<file path="src/rtl/egcd_pkg.sv">
// Package for the extended GCD core: field widths, controller states and
// the command/status structs between controller and datapath.
// No dependencies.
package egcd_pkg;

    localparam int OPND_W       = 31;
    localparam int OUT_COEF_W   = 32;
    localparam int COEF_W_DFLT  = 32;
    localparam int STEP_CNT_W   = $clog2(OPND_W);

    typedef enum logic [2:0] {
        S_IDLE,
        S_CHECK,
        S_DIV,
        S_UPD,
        S_DONE
    } t_state;

    typedef struct packed {
        logic load;
        logic start_div;
        logic step;
        logic update;
        logic capture;
    } t_dp_cmd;

    typedef struct packed {
        logic den_zero;
        logic step_last;
    } t_dp_status;

endpackage

</file>
<file path="src/rtl/egcd_ctrl.sv">
// Controller for the extended GCD core: sequences load, bit-serial divide,
// coefficient update and result capture. Depends on egcd_pkg.
module egcd_ctrl (
    input  logic                  i_clk,
    input  logic                  i_rst_n,
    input  logic                  i_in_valid,
    output logic                  o_in_ready,
    output logic                  o_out_valid,
    input  logic                  i_out_ready,
    input  egcd_pkg::t_dp_status  i_status,
    output egcd_pkg::t_dp_cmd     o_cmd
);

    egcd_pkg::t_state r_state, n_state;
    logic             r_out_valid, n_out_valid;

    always_ff @(posedge i_clk) begin
        if (!i_rst_n) begin
            r_state     <= egcd_pkg::S_IDLE;
            r_out_valid <= 1'b0;
        end else begin
            r_state     <= n_state;
            r_out_valid <= n_out_valid;
        end
    end

    always_comb begin
        n_state    = r_state;
        o_cmd      = '0;
        o_in_ready = 1'b0;
        case (r_state)
            egcd_pkg::S_IDLE: begin
                o_in_ready = 1'b1;
                if (i_in_valid) begin
                    o_cmd.load = 1'b1;
                    n_state    = egcd_pkg::S_CHECK;
                end
            end
            egcd_pkg::S_CHECK: begin
                if (i_status.den_zero) begin
                    n_state = egcd_pkg::S_DONE;
                end else begin
                    o_cmd.start_div = 1'b1;
                    n_state         = egcd_pkg::S_DIV;
                end
            end
            egcd_pkg::S_DIV: begin
                o_cmd.step = 1'b1;
                if (i_status.step_last) begin
                    n_state = egcd_pkg::S_UPD;
                end
            end
            egcd_pkg::S_UPD: begin
                o_cmd.update = 1'b1;
                n_state      = egcd_pkg::S_CHECK;
            end
            egcd_pkg::S_DONE: begin
                if (!r_out_valid || i_out_ready) begin
                    o_cmd.capture = 1'b1;
                    n_state       = egcd_pkg::S_IDLE;
                end
            end
            default: begin
                n_state = egcd_pkg::S_IDLE;
            end
        endcase
    end

    always_comb begin
        if (o_cmd.capture) begin
            n_out_valid = 1'b1;
        end else if (i_out_ready) begin
            n_out_valid = 1'b0;
        end else begin
            n_out_valid = r_out_valid;
        end
    end

    assign o_out_valid = r_out_valid;

endmodule

</file>
<file path="src/rtl/egcd_dpath.sv">
// Datapath for the extended GCD core: remainder pair, restoring divider
// with shift-add quotient products, Bezout pairs, result registers.
// Depends on egcd_pkg.
module egcd_dpath #(
    parameter int WIDTH = egcd_pkg::COEF_W_DFLT
) (
    input  logic                                  i_clk,
    input  egcd_pkg::t_dp_cmd                     i_cmd,
    input  logic [egcd_pkg::OPND_W-1:0]           i_operand_a,
    input  logic [egcd_pkg::OPND_W-1:0]           i_operand_b,
    output egcd_pkg::t_dp_status                  o_status,
    output logic [egcd_pkg::OPND_W-1:0]           o_gcd_value,
    output logic signed [egcd_pkg::OUT_COEF_W-1:0] o_coeff_x,
    output logic signed [egcd_pkg::OUT_COEF_W-1:0] o_coeff_y
);

    localparam int OW = egcd_pkg::OPND_W;
    localparam int CW = egcd_pkg::OUT_COEF_W;
    localparam int NW = egcd_pkg::STEP_CNT_W;
    localparam logic [NW-1:0] LAST_STEP = NW'(OW - 1);

    logic [OW-1:0]    r_num, r_den, r_rem, r_dvd;
    logic [NW-1:0]    r_cnt;
    logic [WIDTH-1:0] r_cx, r_cy, r_nx, r_ny, r_accx, r_accy;
    logic [OW-1:0]    r_gcd;
    logic [CW-1:0]    r_ox, r_oy;

    logic [OW:0]      trial;
    logic [OW-1:0]    diff;
    logic             ge;
    logic [CW-1:0]    ext_x, ext_y;

    assign trial = {r_rem, r_dvd[OW-1]};
    assign ge    = trial >= {1'b0, r_den};
    assign diff  = trial[OW-1:0] - r_den;

    generate
        if (WIDTH >= CW) begin : g_trunc
            assign ext_x = r_cx[CW-1:0];
            assign ext_y = r_cy[CW-1:0];
        end else begin : g_sext
            assign ext_x = {{(CW-WIDTH){r_cx[WIDTH-1]}}, r_cx};
            assign ext_y = {{(CW-WIDTH){r_cy[WIDTH-1]}}, r_cy};
        end
    endgenerate

    always_ff @(posedge i_clk) begin
        if (i_cmd.load) begin
            r_num <= i_operand_a;
            r_den <= i_operand_b;
            r_cx  <= WIDTH'(1);
            r_cy  <= '0;
            r_nx  <= '0;
            r_ny  <= WIDTH'(1);
        end
        if (i_cmd.start_div) begin
            r_rem  <= '0;
            r_dvd  <= r_num;
            r_cnt  <= '0;
            r_accx <= '0;
            r_accy <= '0;
        end
        if (i_cmd.step) begin
            r_rem  <= ge ? diff : trial[OW-1:0];
            r_dvd  <= {r_dvd[OW-2:0], 1'b0};
            r_cnt  <= r_cnt + NW'(1);
            r_accx <= {r_accx[WIDTH-2:0], 1'b0} + (ge ? r_nx : '0);
            r_accy <= {r_accy[WIDTH-2:0], 1'b0} + (ge ? r_ny : '0);
        end
        if (i_cmd.update) begin
            r_num <= r_den;
            r_den <= r_rem;
            r_cx  <= r_nx;
            r_cy  <= r_ny;
            r_nx  <= r_cx - r_accx;
            r_ny  <= r_cy - r_accy;
        end
        if (i_cmd.capture) begin
            r_gcd <= r_num;
            r_ox  <= ext_x;
            r_oy  <= ext_y;
        end
    end

    assign o_status.den_zero  = (r_den == '0);
    assign o_status.step_last = (r_cnt == LAST_STEP);
    assign o_gcd_value        = r_gcd;
    assign o_coeff_x          = r_ox;
    assign o_coeff_y          = r_oy;

endmodule

</file>
<file path="src/rtl/extended_gcd_core.sv">
// Extended GCD core. An input transaction runs k Euclid steps before its result
// is valid, k at most 45 for 31-bit operands. Each step is a bit-serial
// restoring divide between a check state and an update state. A new input is
// taken only in idle, after the previous result has been captured; it is taken
// while a result waits, and the next result holds until that one is taken.
// Synchronous active-low reset clears controller state and result valid.
module extended_gcd_core #(
    parameter int WIDTH = egcd_pkg::COEF_W_DFLT
) (
    input  logic                                   i_clk,
    input  logic                                   i_rst_n,
    input  logic                                   i_in_valid,
    output logic                                   o_in_ready,
    input  logic [egcd_pkg::OPND_W-1:0]            i_operand_a,
    input  logic [egcd_pkg::OPND_W-1:0]            i_operand_b,
    output logic                                   o_out_valid,
    input  logic                                   i_out_ready,
    output logic [egcd_pkg::OPND_W-1:0]            o_gcd_value,
    output logic signed [egcd_pkg::OUT_COEF_W-1:0] o_coeff_x,
    output logic signed [egcd_pkg::OUT_COEF_W-1:0] o_coeff_y
);

    egcd_pkg::t_dp_cmd    cmd;
    egcd_pkg::t_dp_status status;

    egcd_ctrl u_ctrl (
        .i_clk       (i_clk),
        .i_rst_n     (i_rst_n),
        .i_in_valid  (i_in_valid),
        .o_in_ready  (o_in_ready),
        .o_out_valid (o_out_valid),
        .i_out_ready (i_out_ready),
        .i_status    (status),
        .o_cmd       (cmd)
    );

    egcd_dpath #(
        .WIDTH (WIDTH)
    ) u_dpath (
        .i_clk       (i_clk),
        .i_cmd       (cmd),
        .i_operand_a (i_operand_a),
        .i_operand_b (i_operand_b),
        .o_status    (status),
        .o_gcd_value (o_gcd_value),
        .o_coeff_x   (o_coeff_x),
        .o_coeff_y   (o_coeff_y)
    );

endmodule

</file>
<file path="config.mk">
export PLATFORM = sky130hd
export DESIGN_NAME = extended_gcd_core
export DESIGN_NICKNAME = d
export VERILOG_FILES = /design/src/rtl/egcd_pkg.sv /design/src/rtl/egcd_ctrl.sv /design/src/rtl/egcd_dpath.sv /design/src/rtl/extended_gcd_core.sv
export SDC_FILE = /design/constraint.sdc
export NUM_CORES = 1
export LEC_CHECK = 0
export ABC_AREA = 0
export BUFFER_PORTS_ARGS = -buffer_cell sky130_fd_sc_hd__buf_4
export CORE_MARGIN = 4
export CORE_UTILIZATION = 60
export CTS_CLUSTER_SIZE = 24
export DETAILED_ROUTE_END_ITERATION = 16
export GPL_TIMING_DRIVEN = 0
export PLACE_DENSITY = 0.77
export SYNTH_ARGS = -nofsm -noshare
export SYNTH_HDL_FRONTEND = slang
export SYNTH_SLANG_ARGS = --single-unit
</file>
<file path="constraint.sdc">
create_clock -name i_clk -period 14.8 [get_ports i_clk]
set_input_delay 1.48 -clock i_clk [delete_from_list [all_inputs] [get_ports i_clk]]
set_output_delay 1.48 -clock i_clk [all_outputs]
set_load 0.01 [all_outputs]
</file>
==> results.json, run 1 <==
{
  "status": "finished, final reports clean",
  "grt_pass1_vias": 17870,
  "start_util": 0.6067,
  "period_needed_ns": 6.287,
  "n_fill_cell": 2964,
  "crit_path_end_kind": "register",
  "crit_family": "compound AO/OA/AOI/OAI gates",
  "core_mm2": 0.03973,
  "synthTopCellsByArea": "edfxtp_1 (52%), ha_1 (8.0%), nand2_1 (3.7%), and2_1 (3.6%), nor2_1 (3.1%)",
  "p_per_area_mw_per_mm2": 124.6,
  "synth_mux_area_frac": 0.009188,
  "ir_drop_v": 0.00007311,
  "area.growth.synth_to_final_pct": 14.65,
  "crit_required_ns": 15.09,
  "fin_skew_ns": 0.01543,
  "fin_tns_setup_ns": 0,
  "min_path_type": "reg2reg",
  "synth_xor_area_frac": 0.03961,
  "rsz0062_at_grt": "false",
  "io_pins": 163,
  "crit_chain": "ha_1 -> fa_1 -> nand2b_1 -> a211oi_2 -> o211ai_1 -> a31oi_2 -> o21a_1 -> buf_4 -> clkbuf_1 -> and2_1 -> ha_1 -> fa_1 -> a211oi_1 -> o21bai_1 -> a2111oi_2 -> or4b_1 -> a21oi_1 -> o21ai_0 -> xnor2_1 -> nor2_1",
  "post_cts_buffers": 0,
  "wl_per_cell_um": 20.35,
  "rows": 73,
  "hold_viol_final": 0,
  "yosys_warnings": 0,
  "rrSetupSlack_ns": 8.51,
  "cts_tree": "yes",
  "min_to": "u_dpath.o_coeff_y[0]",
  "first_iter_violations": 1902,
  "slew_headroom": 0.1104,
  "overflow": 0,
  "cp_max_fo": 10,
  "drive_gt1_frac": 0.1115,
  "hold_path_depth": 0,
  "die_x_um": 208.4,
  "cp_num_buf_inv": 2,
  "synth_area_mm2": 0.02410,
  "hold_start": "u_dpath.ext_y[0]",
  "root_buffer": "clkbuf_16",
  "antenna_found_initial": 1,
  "maxCapViolations": 0,
  "slowest_delay_ns": 0.59,
  "timing.hold.ws_ns": 0.4526,
  "leakage_uw": 0.01110,
  "synth_area_leader_cell": "edfxtp_1",
  "synth_cell_types": 76,
  "rr_endpoint": "u_dpath.r_accx[25]",
  "synth_top_area_frac": 0.5170,
  "viasPerCell": 6.085,
  "drcViolationCount": 0,
  "synth-async-reset-ratio": 0,
  "finalNetCount": 2724,
  "synth-edff-count": 415,
  "cts_resized": 0,
  "cts_made_buffers": 45,
  "clkLatencyLatePin_ns": 0.57,
  "portBuffers": 162,
  "synth_top_family_by_area": "simple AND/OR/NAND/NOR gates",
  "htree_levels": 2,
  "ys_ff_latch": 420,
  "cp_slowest_cell": "or4b_1",
  "clk_path_buf_depth": 3,
  "synth_compound_area_frac": 0.1448,
  "critPathLaunchType": "register",
  "grt_usage": 0.2804,
  "finalCritPeriodShare": 0.4248,
  "grt_pass1_wl_um": 97700,
  "synth.avg_cell_area_um2": 10.58,
  "hpwl_um": 45940,
  "vias": 18590,
  "dr.pass1.iters": 6,
  "crit_type": "reg2reg",
  "tightest_slew_ns": 1.331,
  "grt_max_degree": 49,
  "path_clk_slew_ns": 0.06,
  "clock_sinks": 420,
  "insertedDiodeCount": 0,
  "cts_hold_buf": 0,
  "r2r_cells": 20,
  "max_freq_mhz": 159.1,
  "slew_violations": 0,
  "die_area_mm2": 0.04345,
  "dpl-instance-area_mm2": 0.02625,
  "final_cell_area_mm2": 0.02764,
  "ant_nets": 0,
  "yosysSeqAreaShare": 0.5212,
  "critPathArrivalTime_ns": 6.57,
  "routed_wirelength_um": 62160,
  "setup_viol": 0,
  "reg2reg_from": "u_dpath.r_den[0]",
  "postSynthCellCount": 2278,
  "synthSimpleGateAreaFrac": 0.1658,
  "synthAdderAreaFrac": 0.08461,
  "synth_top_flop_cell": "edfxtp_1",
  "die_height_um": 208.4,
  "syn_nets": 2504,
  "fin_util": 0.6955,
  "gp_congestion": 0.9485
}
## Yosys cell counts, drive strengths merged, types with 5 or more instances
cell / n
nor2: 200
or2: 10
nor2b: 23
a21oi: 140
mux2i: 21
nand2b: 29
clkbuf: 58
and2: 138
nor4: 16
ha: 155
o31a: 10
o31ai: 7
dfxtp: 5
nor3: 48
a211oi: 31
nor3b: 8
a2111oi: 7
o21a: 25
inv: 131
a22o: 32
and3: 19
or3: 12
o21ai: 130
nand2: 238
xor2: 56
a21boi: 8
a211o: 6
o21bai: 18
o22ai: 5
fa: 5
edfxtp: 415
xnor2: 53
a21o: 43
nand4: 26
a311oi: 5
o211ai: 19
a31oi: 20
nand3: 38
buf: 22
## area by class of cell
cell class / instances / area, um2 / area share
timing repair buffer: 173 / 1454 / 0.05261
tap: 525 / 656.9 / 0.02377
buffer: 80 / 346.6 / 0.01254
clock buffer: 50 / 1145 / 0.04143
multi-input combinational: 1647 / 10730 / 0.3884
clock inverter: 28 / 245.2 / 0.008874
sequential: 420 / 12560 / 0.4546
inverter: 131 / 491.7 / 0.01779
## sequential cells by signal, indices dropped and copies added, names as in the netlist
register             count
u_dpath.r_num           31
u_dpath.r_cnt            5
u_dpath.r_dvd           31
u_dpath.r_nx            32
u_dpath.ext_y           32
u_dpath.ext_x           32
u_ctrl.r_state           3
u_ctrl.o_out_valid       1
u_dpath.o_coeff_y       32
u_dpath.r_ny            32
u_dpath.r_accx          32
u_dpath.r_rem           31
u_dpath.r_accy          32
u_dpath.r_den           31
u_dpath.o_gcd_value     31
u_dpath.o_coeff_x       32
## per-layer routing
metal,wire length [um],global-route usage,part of all wire
met2,28790,0.4479,0.46
met3,4761,0.04267,0.077
met1,26840,0.4044,0.43
met5,5,0,0.000080
met4,1766,0.07814,0.028
## cell usage in the layout, fill, tap and decap left out, types with 38 or more instances in the layout
cell type,Yosys,layout
buf_4,2,165
nor2_1,200,200
ha_1,155,155
edfxtp_1,415,415
nand3_1,38,38
nor3_1,46,46
a21oi_1,138,137
a21o_1,43,43
inv_1,131,131
and2_1,138,138
clkbuf_1,58,63
xor2_1,56,56
nand2_1,238,238
o21ai_0,122,122
xnor2_1,53,53
clkbuf_16,0,45
## kinds of logic (layout without fill, tap and decap cells)
kind of cell               count (synthesis)  in the layout
and+or+nand+nor                          822            822
AOI/OAI and AO/OA                        534            534
DFF                                      420            420
buffers and inverters                    211            462
adders and majority gates                160            160
xor gates and xnor gates                 109            109
muxes                                     22             22
## where the power goes
| group | internal (uW) | total (uW) | switching, uW |
|---|---|---|---|
| Clock | 625 | 1090 | 462 |
| Sequential | 1420 | 1470 | 53.2 |
| Combinational | 343 | 885 | 542 |
| Total | 2390 | 3440 | 1060 |
## worst max-delay path by stage
stage,from,to,cells past startpoint
6_report,u_dpath.r_den[0],u_dpath.r_accx[25],20
3_5_place_dp,u_dpath.r_den[0],u_dpath.r_accx[25],20
2_1_floorplan,i_in_valid,u_dpath.ext_x[0],2
3_3_place_gp,i_in_valid,u_dpath.r_nx[13],3
4_1_cts,u_dpath.r_den[0],u_dpath.r_accx[25],20
5_1_grt,u_dpath.r_den[0],u_dpath.r_accx[25],20
## stage by stage
| stage | worst slack, ns | instances | power (uW) |
|---|---|---|---|
| after floorplan | 3.303 | 2278 | 2141 |
| after global placement | -0.8885 | 2965 | 2355 |
| after detailed placement | 8.551 | 2976 | 2357 |
| after CTS | 8.521 | 3054 | 3446 |
| after global routing | 8.146 | 3054 | 3613 |
| final | 8.513 | 3054 | 3444 |
No activity file was read; power rests on OpenSTA's default activity.
==> run 2: changes to the inputs <==
Settings changed: CORE_UTILIZATION 60 to 56, PLACE_DENSITY 0.77 to 0.76.
Clock period 14.8 ns to 5.7 ns, I/O delays scaled along.
==> run 2 against run 1 <==
  * First-iteration DRC count is 11% lower
  * Clock skew rose by 0.0064 ns
  * Worst hold slack worse by 0.23 ns
  * Design area grew 0.83%
  * Worst setup slack lost 8.3 ns
  * Count of clock-buffer cells in the layout is 6 higher
  * Sequential cell count stayed put
  * Utilization is 3.6 points lower
  * Combinational power rose to 2.7 times the previous value
  * Critical path depth shrank 1
  * Via count is 0.30% higher
  * Wire length is 2.6% higher
==> results.json, run 2 (synthesis results as in run 1) <==
{
  "first_iter_violations": 1696,
  "area.growth.synth_to_final_pct": 15.60,
  "setup_viol": 0,
  "die_height_um": 215.5,
  "htree_levels": 2,
  "cts_hold_buf": 0,
  "ant_nets": 0,
  "grt_pass1_wl_um": 99580,
  "critPathLaunchType": "register",
  "routed_wirelength_um": 63790,
  "antenna_found_initial": 0,
  "io_pins": 163,
  "final_common_cell": "edfxtp_1",
  "crit_path_end_kind": "register",
  "cp_max_fo": 10,
  "dr.pass1.iters": 5,
  "period_needed_ns": 5.496,
  "start_util": 0.5708,
  "place_ws_ns": -0.5136,
  "clock_sinks": 420,
  "cts_tree": "yes",
  "die_area_mm2": 0.04643,
  "portBuffers": 162,
  "root_buffer": "clkbuf_16",
  "timing.hold.ws_ns": 0.2272,
  "drcViolationCount": 0,
  "insertedDiodeCount": 0,
  "clkLatencyLatePin_ns": 0.58,
  "power_uw": 9053,
  "min_path_type": "in2reg",
  "critPathArrivalTime_ns": 5.79,
  "numPlacedInstances": 2991,
  "leakage_uw": 0.01117,
  "hold_viol_final": 0,
  "gp_congestion": 0.9390,
  "grt_max_degree": 59,
  "crit_type": "reg2reg",
  "viasPerCell": 6.056,
  "grt_pass1_vias": 18310,
  "fin_cells": 3078,
  "finalNetCount": 2730,
  "vias": 18640,
  "final_cell_mix": "edfxtp_1 (415), nand2_1 (237), nor2_1 (200)",
  "slew_violations": 0,
  "path_clk_slew_ns": 0.06,
  "overflow": 0,
  "die_x_um": 215.5,
  "core_mm2": 0.04223,
  "status": "finished, final reports clean",
  "drive_gt1_frac": 0.1189,
  "maxCapViolations": 0,
  "hpwl_um": 46770,
  "finalCritPeriodShare": 0.9643,
  "wl_per_cell_um": 20.72,
  "cts_made_buffers": 46,
  "clk_path_buf_depth": 3,
  "finalWorstSetupSlack_ns": 0.2037,
  "rrSetupSlack_ns": 0.20,
  "grt_usage": 0.2679,
  "crit_required_ns": 5.99,
  "fin_skew_ns": 0.02187,
  "n_fill_cell": 3268,
  "ir_drop_v": 0.0002793,
  "tightest_slew_ns": 1.226,
  "p_per_area_mw_per_mm2": 324.9,
  "slew_headroom": 0.1829,
  "rows": 75,
  "max_freq_mhz": 181.9
}
[run 2: metal layers]
layer,share of wire,GRT usage
met1,0.43,0.3698
met2,0.46,0.4311
met5,0,0
met4,0.029,0.07988
met3,0.078,0.05654
[run 2: worst paths after layout]
path,end,startpoint,cells past startpoint
worst max-delay path,u_dpath.r_accx[31],u_dpath.r_den[21],19
worst min-delay path,u_ctrl.r_state[1],i_rst_n,2
worst max register to register,u_dpath.r_accx[31],u_dpath.r_den[21],19
worst min register to register,u_dpath.o_coeff_y[0],u_dpath.ext_y[0],0
[run 2: through the flow]
step	setup TNS [ns]	utilization	instance area, um2
finish	0	0.6599	27860
global route	-0.1217	0.6599	27860
CTS	0	0.6578	27780
detailed placement	-3.973	0.6228	26300
global placement	-393.03	0.6159	26010
floorplan	0	-	24120
[run 2: layout make-up]
cell class / instances / area (um2) / share of cell area
Sequential cell: 420 / 12560 / 0.4508
Clock inverter: 27 / 216.5 / 0.007768
Inverter: 131 / 491.7 / 0.01765
Clock buffer: 56 / 1210 / 0.04342
Buffer: 80 / 357.8 / 0.01284
Timing Repair Buffer: 178 / 1519 / 0.05451
Tap cell: 539 / 674.4 / 0.02420
Multi-Input combinational cell: 1647 / 10830 / 0.3888
[run 2: critical path, stage by stage (launching register included)]
cell and delay, ns:
edfxtp_1 0.41, inv_1 0.13, ha_1 0.33, or2_2 0.34
a2111oi_0 0.57, o21ai_2 0.20, o21a_2 0.30, buf_6 0.18
clkbuf_4 0.19, and2_1 0.17, ha_1 0.24, fa_1 0.48
a211oi_2 0.31, o21bai_2 0.14, a2111oi_4 0.42, or4b_4 0.25
nand2_1 0.10, a21oi_2 0.24, xnor2_1 0.14, nor2_1 0.05
[run 2: where the power goes]
| group | internal, uW | switching [uW] | total (uW) | leakage (uW) |
|---|---|---|---|---|
| registers | 3680 | 137 | 3820 | 0.00403 |
| logic | 913 | 1440 | 2360 | 0.00646 |
| clock network | 1640 | 1230 | 2880 | 0.000684 |
| total | 6240 | 2820 | 9050 | 0.0112 |
[run 2: timing repair]
action                                  4_1_cts  5_1_grt
resized for setup                            12       17
endpoints found under the setup margin       19       27
setup buffers                                 0        4
pin swaps                                     0        5
